**config.mk**
```make
export PLATFORM = sky130hd
export DESIGN_NAME = layer_alpha_compositor_top
export DESIGN_NICKNAME = d
export VERILOG_FILES = /design/src/rtl/lac_pkg.sv /design/src/rtl/layer_alpha_compositor_top.sv
export SDC_FILE = /design/constraint.sdc
export NUM_CORES = 2
export LEC_CHECK = 0
export ABC_AREA = 1
export BUFFER_PORTS_ARGS = -buffer_cell sky130_fd_sc_hd__buf_2
export CORE_MARGIN = 2
export CORE_UTILIZATION = 25
export CTS_BUF_LIST = sky130_fd_sc_hd__clkbuf_2 sky130_fd_sc_hd__clkbuf_4 sky130_fd_sc_hd__clkbuf_8
export DETAILED_ROUTE_END_ITERATION = 12
export MAX_ROUTING_LAYER = met4
export SLEW_MARGIN = 20
export SYNTH_ARGS = -nofsm -noshare
export SYNTH_HDL_FRONTEND = slang
export SYNTH_SLANG_ARGS = --single-unit
```
**constraint.sdc**
```tcl
create_clock -name clk -period 8 [get_ports clk]
set_input_delay 0.8 -clock clk [delete_from_list [all_inputs] [get_ports clk]]
set_output_delay 0.8 -clock clk [all_outputs]
set_load 0.03 [all_outputs]
```
**src/rtl/lac_pkg.sv**
```systemverilog
// Shared constants for the layer alpha compositor.
package lac_pkg;

	typedef enum logic {
		OP_DESC   = 1'b0,
		OP_SAMPLE = 1'b1
	} lac_op_t;

	localparam logic [7:0] ALPHA_OPAQUE = 8'hff;
	localparam logic [7:0] ALPHA_CLEAR  = 8'h00;

	localparam int OUT_DEPTH = 4;
	localparam int OUT_PTR_W = 2;
	localparam int OUT_CNT_W = 3;

endpackage

```
**src/rtl/layer_alpha_compositor_top.sv**
```systemverilog
// Layer alpha compositor: descriptor table, per-pixel blend accumulator and result queue.
//
// Slave channel: one beat per item. tuser[0] is op (0 writes a layer
// descriptor, 1 feeds one layer sample), tuser[1] marks the bottom-most sample
// of a pixel, tlast marks the topmost sample. Samples of one pixel arrive from
// the bottom slot upward. Master channel: one beat per pixel, on each op 1 beat
// that carries tlast, with the composited ARGB colour in tdata and the written
// flag in tuser.
// Throughput is one beat per cycle while s_tready is high. The descriptor
// table is a memory with a registered read: a beat reads its slot in the accept
// cycle and is blended against the accumulator in the next, so a result passes
// the stage 1 registers, then enters the 4-deep output queue and shows on the
// master side right after that write.
// A descriptor write is visible to the very next beat.
// Reset disables every slot (per-slot valid bits) and clears the accumulator
// and the output queue; the table memory itself is not swept.
// When the receiver stalls, results collect in the output queue and tready on
// the slave side drops once the queue and the in-flight beat would fill it.
module layer_alpha_compositor_top
	import lac_pkg::*;
#(
	parameter int LAYERS     = 16,
	parameter int COORD_BITS = 13
) (
	input  logic                               clk,
	input  logic                               arst_n,
	// layer_slot, coord_x, coord_y, layer_width, layer_height, layer_enable,
	// layer_color, fb_color, zero fill
	input  logic [((69+4*COORD_BITS+7)/8)*8-1:0] s_tdata,
	// op, first
	input  logic [1:0]                         s_tuser,
	input  logic                               s_tlast,
	input  logic                               s_tvalid,
	output logic                               s_tready,
	// pixel_color
	output logic [31:0]                        m_tdata,
	// written
	output logic                               m_tuser,
	output logic                               m_tvalid,
	input  logic                               m_tready
);

	localparam int CB      = COORD_BITS;
	localparam int IDX_W   = $clog2(LAYERS);
	localparam int ENTRY_W = 4*CB + 1;
	localparam int X_LO    = 4;
	localparam int Y_LO    = X_LO + CB;
	localparam int W_LO    = Y_LO + CB;
	localparam int H_LO    = W_LO + CB;
	localparam int EN_B    = H_LO + CB;
	localparam int LC_LO   = EN_B + 1;
	localparam int FB_LO   = LC_LO + 32;

	// input field split
	logic [3:0]          in_slot;
	logic [CB-1:0]       in_x;
	logic [CB-1:0]       in_y;
	logic [CB-1:0]       in_w;
	logic [CB-1:0]       in_h;
	logic                in_en;
	logic [31:0]         in_lc;
	logic [31:0]         in_fb;
	lac_op_t             in_op;
	logic                in_first;
	logic                in_slot_ok;
	logic [IDX_W-1:0]    in_idx;
	logic                accept;

	assign in_slot    = s_tdata[3:0];
	assign in_x       = s_tdata[X_LO +: CB];
	assign in_y       = s_tdata[Y_LO +: CB];
	assign in_w       = s_tdata[W_LO +: CB];
	assign in_h       = s_tdata[H_LO +: CB];
	assign in_en      = s_tdata[EN_B];
	assign in_lc      = s_tdata[LC_LO +: 32];
	assign in_fb      = s_tdata[FB_LO +: 32];
	assign in_op      = lac_op_t'(s_tuser[0]);
	assign in_first   = s_tuser[1];
	assign in_slot_ok = (32'(in_slot) < LAYERS);
	assign in_idx     = IDX_W'(in_slot);
	assign accept     = s_tvalid && s_tready;

	// descriptor table: {ox, oy, w, h, en}
	logic [ENTRY_W-1:0] desc_mem [LAYERS];
	logic [LAYERS-1:0]  desc_vld_q;

	always_ff @(posedge clk) begin
		if (accept && in_op == OP_DESC && in_slot_ok) begin
			desc_mem[in_idx] <= {in_x, in_y, in_w, in_h, in_en};
		end
	end

	always_ff @(posedge clk or negedge arst_n) begin
		if (!arst_n) begin
			desc_vld_q <= '0;
		end else if (accept && in_op == OP_DESC && in_slot_ok) begin
			desc_vld_q[in_idx] <= 1'b1;
		end
	end

	// stage 1: table read and sample hold
	logic               vld_s1;
	logic [ENTRY_W-1:0] desc_s1;
	logic               hit_s1;
	logic [CB-1:0]      x_s1;
	logic [CB-1:0]      y_s1;
	logic [31:0]        lc_s1;
	logic [31:0]        fb_s1;
	logic               first_s1;
	logic               last_s1;

	always_ff @(posedge clk or negedge arst_n) begin
		if (!arst_n) begin
			vld_s1 <= 1'b0;
		end else begin
			vld_s1 <= accept && in_op == OP_SAMPLE;
		end
	end

	always_ff @(posedge clk) begin
		if (accept && in_op == OP_SAMPLE) begin
			desc_s1  <= desc_mem[in_idx];
			hit_s1   <= in_slot_ok && desc_vld_q[in_idx];
			x_s1     <= in_x;
			y_s1     <= in_y;
			lc_s1    <= in_lc;
			fb_s1    <= in_fb;
			first_s1 <= in_first;
			last_s1  <= s_tlast;
		end
	end

	// stage 2: coverage, blend, accumulator update
	logic signed [CB:0] dx;
	logic signed [CB:0] dy;
	logic [CB-1:0]      d_ox;
	logic [CB-1:0]      d_oy;
	logic [CB-1:0]      d_w;
	logic [CB-1:0]      d_h;
	logic               d_en;
	logic               covered;
	logic [7:0]         alpha;
	logic [7:0]         inv_alpha;
	logic [31:0]        old_c;
	logic               old_w;
	logic [15:0]        mix_sum [3];
	logic [31:0]        mix_c;
	logic [31:0]        nxt_c;
	logic               nxt_w;
	logic [31:0]        acc_color_q;
	logic               acc_written_q;

	assign {d_ox, d_oy, d_w, d_h, d_en} = desc_s1;
	assign dx = {x_s1[CB-1], x_s1} - {d_ox[CB-1], d_ox};
	assign dy = {y_s1[CB-1], y_s1} - {d_oy[CB-1], d_oy};
	assign covered = hit_s1 && d_en
		&& !dx[CB] && (dx < $signed({1'b0, d_w}))
		&& !dy[CB] && (dy < $signed({1'b0, d_h}));
	assign alpha     = lc_s1[31:24];
	assign inv_alpha = ALPHA_OPAQUE - alpha;
	assign old_c     = first_s1 ? fb_s1 : acc_color_q;
	assign old_w     = first_s1 ? 1'b0 : acc_written_q;

	always_comb begin
		for (int i = 0; i < 3; i++) begin
			mix_sum[i] = 16'({8'd0, old_c[8*i +: 8]} * {8'd0, inv_alpha})
				+ 16'({8'd0, lc_s1[8*i +: 8]} * {8'd0, alpha});
		end
		mix_c = {ALPHA_OPAQUE, mix_sum[2][15:8], mix_sum[1][15:8], mix_sum[0][15:8]};
		nxt_c = old_c;
		nxt_w = old_w;
		if (covered) begin
			if (alpha == ALPHA_OPAQUE) begin
				nxt_c = lc_s1;
				nxt_w = 1'b1;
			end else if (alpha != ALPHA_CLEAR) begin
				nxt_c = mix_c;
				nxt_w = 1'b1;
			end
		end
	end

	always_ff @(posedge clk or negedge arst_n) begin
		if (!arst_n) begin
			acc_color_q   <= '0;
			acc_written_q <= 1'b0;
		end else if (vld_s1) begin
			acc_color_q   <= nxt_c;
			acc_written_q <= nxt_w;
		end
	end

	// output queue
	logic [32:0]          out_q [OUT_DEPTH];
	logic [OUT_PTR_W-1:0] wr_ptr_q;
	logic [OUT_PTR_W-1:0] rd_ptr_q;
	logic [OUT_CNT_W-1:0] cnt_q;
	logic                 push;
	logic                 pop;

	assign push     = vld_s1 && last_s1;
	assign pop      = m_tvalid && m_tready;
	assign m_tvalid = (cnt_q != '0);
	assign {m_tuser, m_tdata} = out_q[rd_ptr_q];
	assign s_tready = ((cnt_q + OUT_CNT_W'(vld_s1)) < OUT_CNT_W'(OUT_DEPTH));

	always_ff @(posedge clk) begin
		if (push) begin
			out_q[wr_ptr_q] <= {nxt_w, nxt_c};
		end
	end

	always_ff @(posedge clk or negedge arst_n) begin
		if (!arst_n) begin
			wr_ptr_q <= '0;
			rd_ptr_q <= '0;
			cnt_q    <= '0;
		end else begin
			if (push) begin
				wr_ptr_q <= wr_ptr_q + 1'b1;
			end
			if (pop) begin
				rd_ptr_q <= rd_ptr_q + 1'b1;
			end
			if (push && !pop) begin
				cnt_q <= cnt_q + 1'b1;
			end else if (pop && !push) begin
				cnt_q <= cnt_q - 1'b1;
			end
		end
	end

endmodule
```
==> out/metrics.cfg <==
[route]
drt_first_iter_violations = 3213
drc_errors = 0
detail_route.wl_per_cell_um = 19.9
num_vias = 38500
antenna_left = 0
routed_wirelength_mm = 169
firstDrtPassIters = 7
via_per_inst = 4.54

[outcome]
run_status = completed

[timing]
tns_ps = 0
timing.slew.headroom_pct = 24.1
worst_pin_slew_ps = 1130
final-max-slew-violation-count = 0
post-route-period-util_pct = 85.0
final_skew_ps = 91.0
hold_viol_final = 0
rsz0062_at_grt = false
achievable-frequency_mhz = 147
fin_crit_ps = 6800
setup_violations = 0

[finish]
layout-area-overhead-vs-synth_pct = 15.3
final_layout_size_suffix_gt1_share_pct = 11.8
finalNetCount = 5817

[placed_design]
port_buffers = 162
dp.final_hpwl_mm = 102
globalplace.congestion = 0.877

[worst_setup_path]
cp-start-kind = flop
crit_fanout = 20
worst-setup-path-type = flop to flop
cp_data_required_time_ps = 8610
worst_path_arrival_ps = 7410
end_kind = flop

[clock_network]
post_cts_resize_count = 0
clock_buffer_depth = 3
cts_buf_count = 194
cts-root-buf = sky130_fd_sc_hd__clkbuf_8
clk_transition_reported_paths_ps = 60
clock_sink_count = 1183
tritoncts = yes
htree_num_levels = 4
insertion_delay_to_the_later_sink_of_the_worst_skew_pair_ps = 950

[die]
die_area_um2 = 241000
initial_utilization_pct = 25.2
die_h_um = 491
core_area_um2 = 235000
floorplan.die.width_um = 491
core.rowCount = 178
num_io_pins = 170

[logic_synthesis]
ys_top_cells_by_area = sky130_fd_sc_hd__edfxtp_1, sky130_fd_sc_hd__fa_1, sky130_fd_sc_hd__a22oi_1
synthesis.yosys.warnings = 0
postSynth.topFlopCell = sky130_fd_sc_hd__edfxtp_1
post-synth-top-area-cell = sky130_fd_sc_hd__edfxtp_1
yosys.area.top_type_share_pct = 57.1
postSynth.asyncResetShare_pct = 4.82
syn-num-nets = 5562
syn_area_um2 = 59200
netlist_instances = 4904
syn_avg_cell_area_um2 = 12.1
synth_edf_count = 1126
synth.ff_latch_count = 1183
synth_sequential_area_ratio_pct = 59.5
synth_cell_type_count = 46

[global_routing]
grt.overflow.total = 0
global_route.usage.total_pct = 14.2
via_count_of_the_first_global_routing_pass = 39700
antenna_found_initial = 38
pin_count_of_the_biggest_net_entering_global_routing = 169
grt_pass1_wl_mm = 252

[min_path]
min-delay-path-class = input port to flop

[flow_run]
max_cap_viol_count = 0

-- cell families after synthesis --
| group | after synthesis | synth area share, % |
|---|---|---|
| muxes | 11 | 0.188 |
| adders and majority gates | 523 | 14.7 |
| DFF | 1183 | 59.5 |
| and+or+nand+nor | 1257 | 9.05 |
| xor gates and xnor gates | 33 | 0.488 |
| AOI/OAI and AO/OA | 880 | 9.45 |
| buffers and inverters | 1017 | 6.60 |
-- worst paths after layout --
kind | from | depth (start not counted) | slack (ps) | endpoint
max | first_s1 | 26 | 1200 | out_q[0][5]
min | s_tdata[91] | 1 | 110 | fb_s1[2]
max reg2reg | first_s1 | 26 | 1200 | out_q[0][5]
min reg2reg | desc_vld_q[3] | 2 | 460 | desc_vld_q[3]
max in group asynchronous | arst_n | 3 | 6500 | rd_ptr_q[0]
min in group asynchronous | arst_n | 2 | 290 | acc_color_q[31]
-- cell type report --
| class | count | area, µm² |
|---|---|---|
| clock inverters | 86 | 737 |
| well taps | 3150 | 3940 |
| clock buffers | 252 | 3110 |
| flip-flops and latches | 1183 | 35200 |
| repair buffers | 287 | 1920 |
| multi-input cells | 2704 | 20200 |
| diodes | 27 | 67.6 |
| fillers | 24000 | 167000 |
| inverters | 789 | 2970 |
-- routing by layer --
metal / global-route usage (%) / up-vias / part of all wire [%]
li1: - / 17500 / -
met2: 23.9 / 1392 / 49
met3: 3.32 / 304 / 7.4
met1: 17.0 / 19300 / 41
met4: 3.96 / 0 / 2.6
met5: - / - / 0
-- critical path, cell delays in order (launching register included) --
cell and delay, ps:
sky130_fd_sc_hd__edfxtp_1 420, sky130_fd_sc_hd__inv_2 230, sky130_fd_sc_hd__or2_2 340, sky130_fd_sc_hd__o21ai_1 430, sky130_fd_sc_hd__inv_1 280, sky130_fd_sc_hd__nand2_1 150
sky130_fd_sc_hd__fa_1 450, sky130_fd_sc_hd__fa_1 540, sky130_fd_sc_hd__inv_1 50, sky130_fd_sc_hd__fa_1 480, sky130_fd_sc_hd__fa_1 480, sky130_fd_sc_hd__fa_1 520
sky130_fd_sc_hd__inv_1 50, sky130_fd_sc_hd__fa_1 480, sky130_fd_sc_hd__inv_1 50, sky130_fd_sc_hd__ha_1 320, sky130_fd_sc_hd__nand2_1 170, sky130_fd_sc_hd__inv_1 80
sky130_fd_sc_hd__nand2_1 70, sky130_fd_sc_hd__nand2_1 50, sky130_fd_sc_hd__nand2_1 80, sky130_fd_sc_hd__nand3_1 70, sky130_fd_sc_hd__nand2_1 60, sky130_fd_sc_hd__nand3_1 80
sky130_fd_sc_hd__a21boi_0 220, sky130_fd_sc_hd__nand3_1 140, sky130_fd_sc_hd__and2_1 230
-- cell usage after synthesis, types with 53 or more instances --
| cell type | n |
|---|---|
| sky130_fd_sc_hd__fa_1 | 288 |
| sky130_fd_sc_hd__nor2_1 | 252 |
| sky130_fd_sc_hd__o21ai_0 | 94 |
| sky130_fd_sc_hd__dfrtp_1 | 57 |
| sky130_fd_sc_hd__ha_1 | 235 |
| sky130_fd_sc_hd__clkbuf_1 | 152 |
| sky130_fd_sc_hd__nand3_1 | 116 |
| sky130_fd_sc_hd__a21oi_1 | 285 |
| sky130_fd_sc_hd__or4_1 | 53 |
| sky130_fd_sc_hd__a22oi_1 | 428 |
| sky130_fd_sc_hd__nand2_1 | 731 |
| sky130_fd_sc_hd__edfxtp_1 | 1126 |
| sky130_fd_sc_hd__inv_1 | 778 |
-- repair_timing --
action / in CTS / in global routing
hold endpoints to repair: 55 / 0
hold buffers: 48 / 0
setup buffers: 0 / 0
-- metrics by stage --
step	instance area (µm²)	setup slack, ps	hold slack, ps	util [%]	std cells
after global routing	68200	779	2.73	29.0	8478
after global placement	63800	1300	443	27.1	8064
after CTS	68200	1220	1.28	29.0	8450
after floorplan	59200	2140	427	-	4904
after detailed placement	63800	1250	449	27.1	8064
final	68200	1200	108	29.0	8478
-- sequential cells by signal, summed over array words and instances (netlist names), 13 cells and up --
| name | flops |
|---|---|
| desc_s1 | 53 |
| lc_s1 | 32 |
| acc_color_q | 32 |
| desc_mem | 848 |
| desc_vld_q | 16 |
| x_s1 | 13 |
| out_q | 132 |
| fb_s1 | 32 |
| y_s1 | 13 |
-- cell usage in the layout (no fill, tap or decap), types with 7 or more instances in the layout --
cell,instances
sky130_fd_sc_hd__o22ai_1,33
sky130_fd_sc_hd__xor2_1,18
sky130_fd_sc_hd__or2_2,32
sky130_fd_sc_hd__buf_2,161
sky130_fd_sc_hd__nand3_1,116
sky130_fd_sc_hd__a31oi_1,7
sky130_fd_sc_hd__nor2_1,230
sky130_fd_sc_hd__inv_1,775
sky130_fd_sc_hd__diode_2,27
sky130_fd_sc_hd__a22oi_1,428
sky130_fd_sc_hd__ha_1,235
sky130_fd_sc_hd__edfxtp_1,1126
sky130_fd_sc_hd__clkinv_1,40
sky130_fd_sc_hd__inv_2,10
sky130_fd_sc_hd__fa_1,288
sky130_fd_sc_hd__mux2i_1,10
sky130_fd_sc_hd__or4_1,53
sky130_fd_sc_hd__o21ai_0,94
sky130_fd_sc_hd__clkbuf_8,195
sky130_fd_sc_hd__a21oi_1,285
sky130_fd_sc_hd__clkbuf_4,57
sky130_fd_sc_hd__nand3b_1,11
sky130_fd_sc_hd__buf_4,74
sky130_fd_sc_hd__xnor2_1,15
sky130_fd_sc_hd__and2_1,24
sky130_fd_sc_hd__nand4_1,24
sky130_fd_sc_hd__dfrtp_1,56
sky130_fd_sc_hd__clkinv_2,20
sky130_fd_sc_hd__nor2_4,24
sky130_fd_sc_hd__o21ai_1,9
sky130_fd_sc_hd__nand2_1,729
sky130_fd_sc_hd__dlygate4sd3_1,48
Power is not shown: default switching activity piles up to over one toggle a cycle in this logic, so the estimate is an artifact.
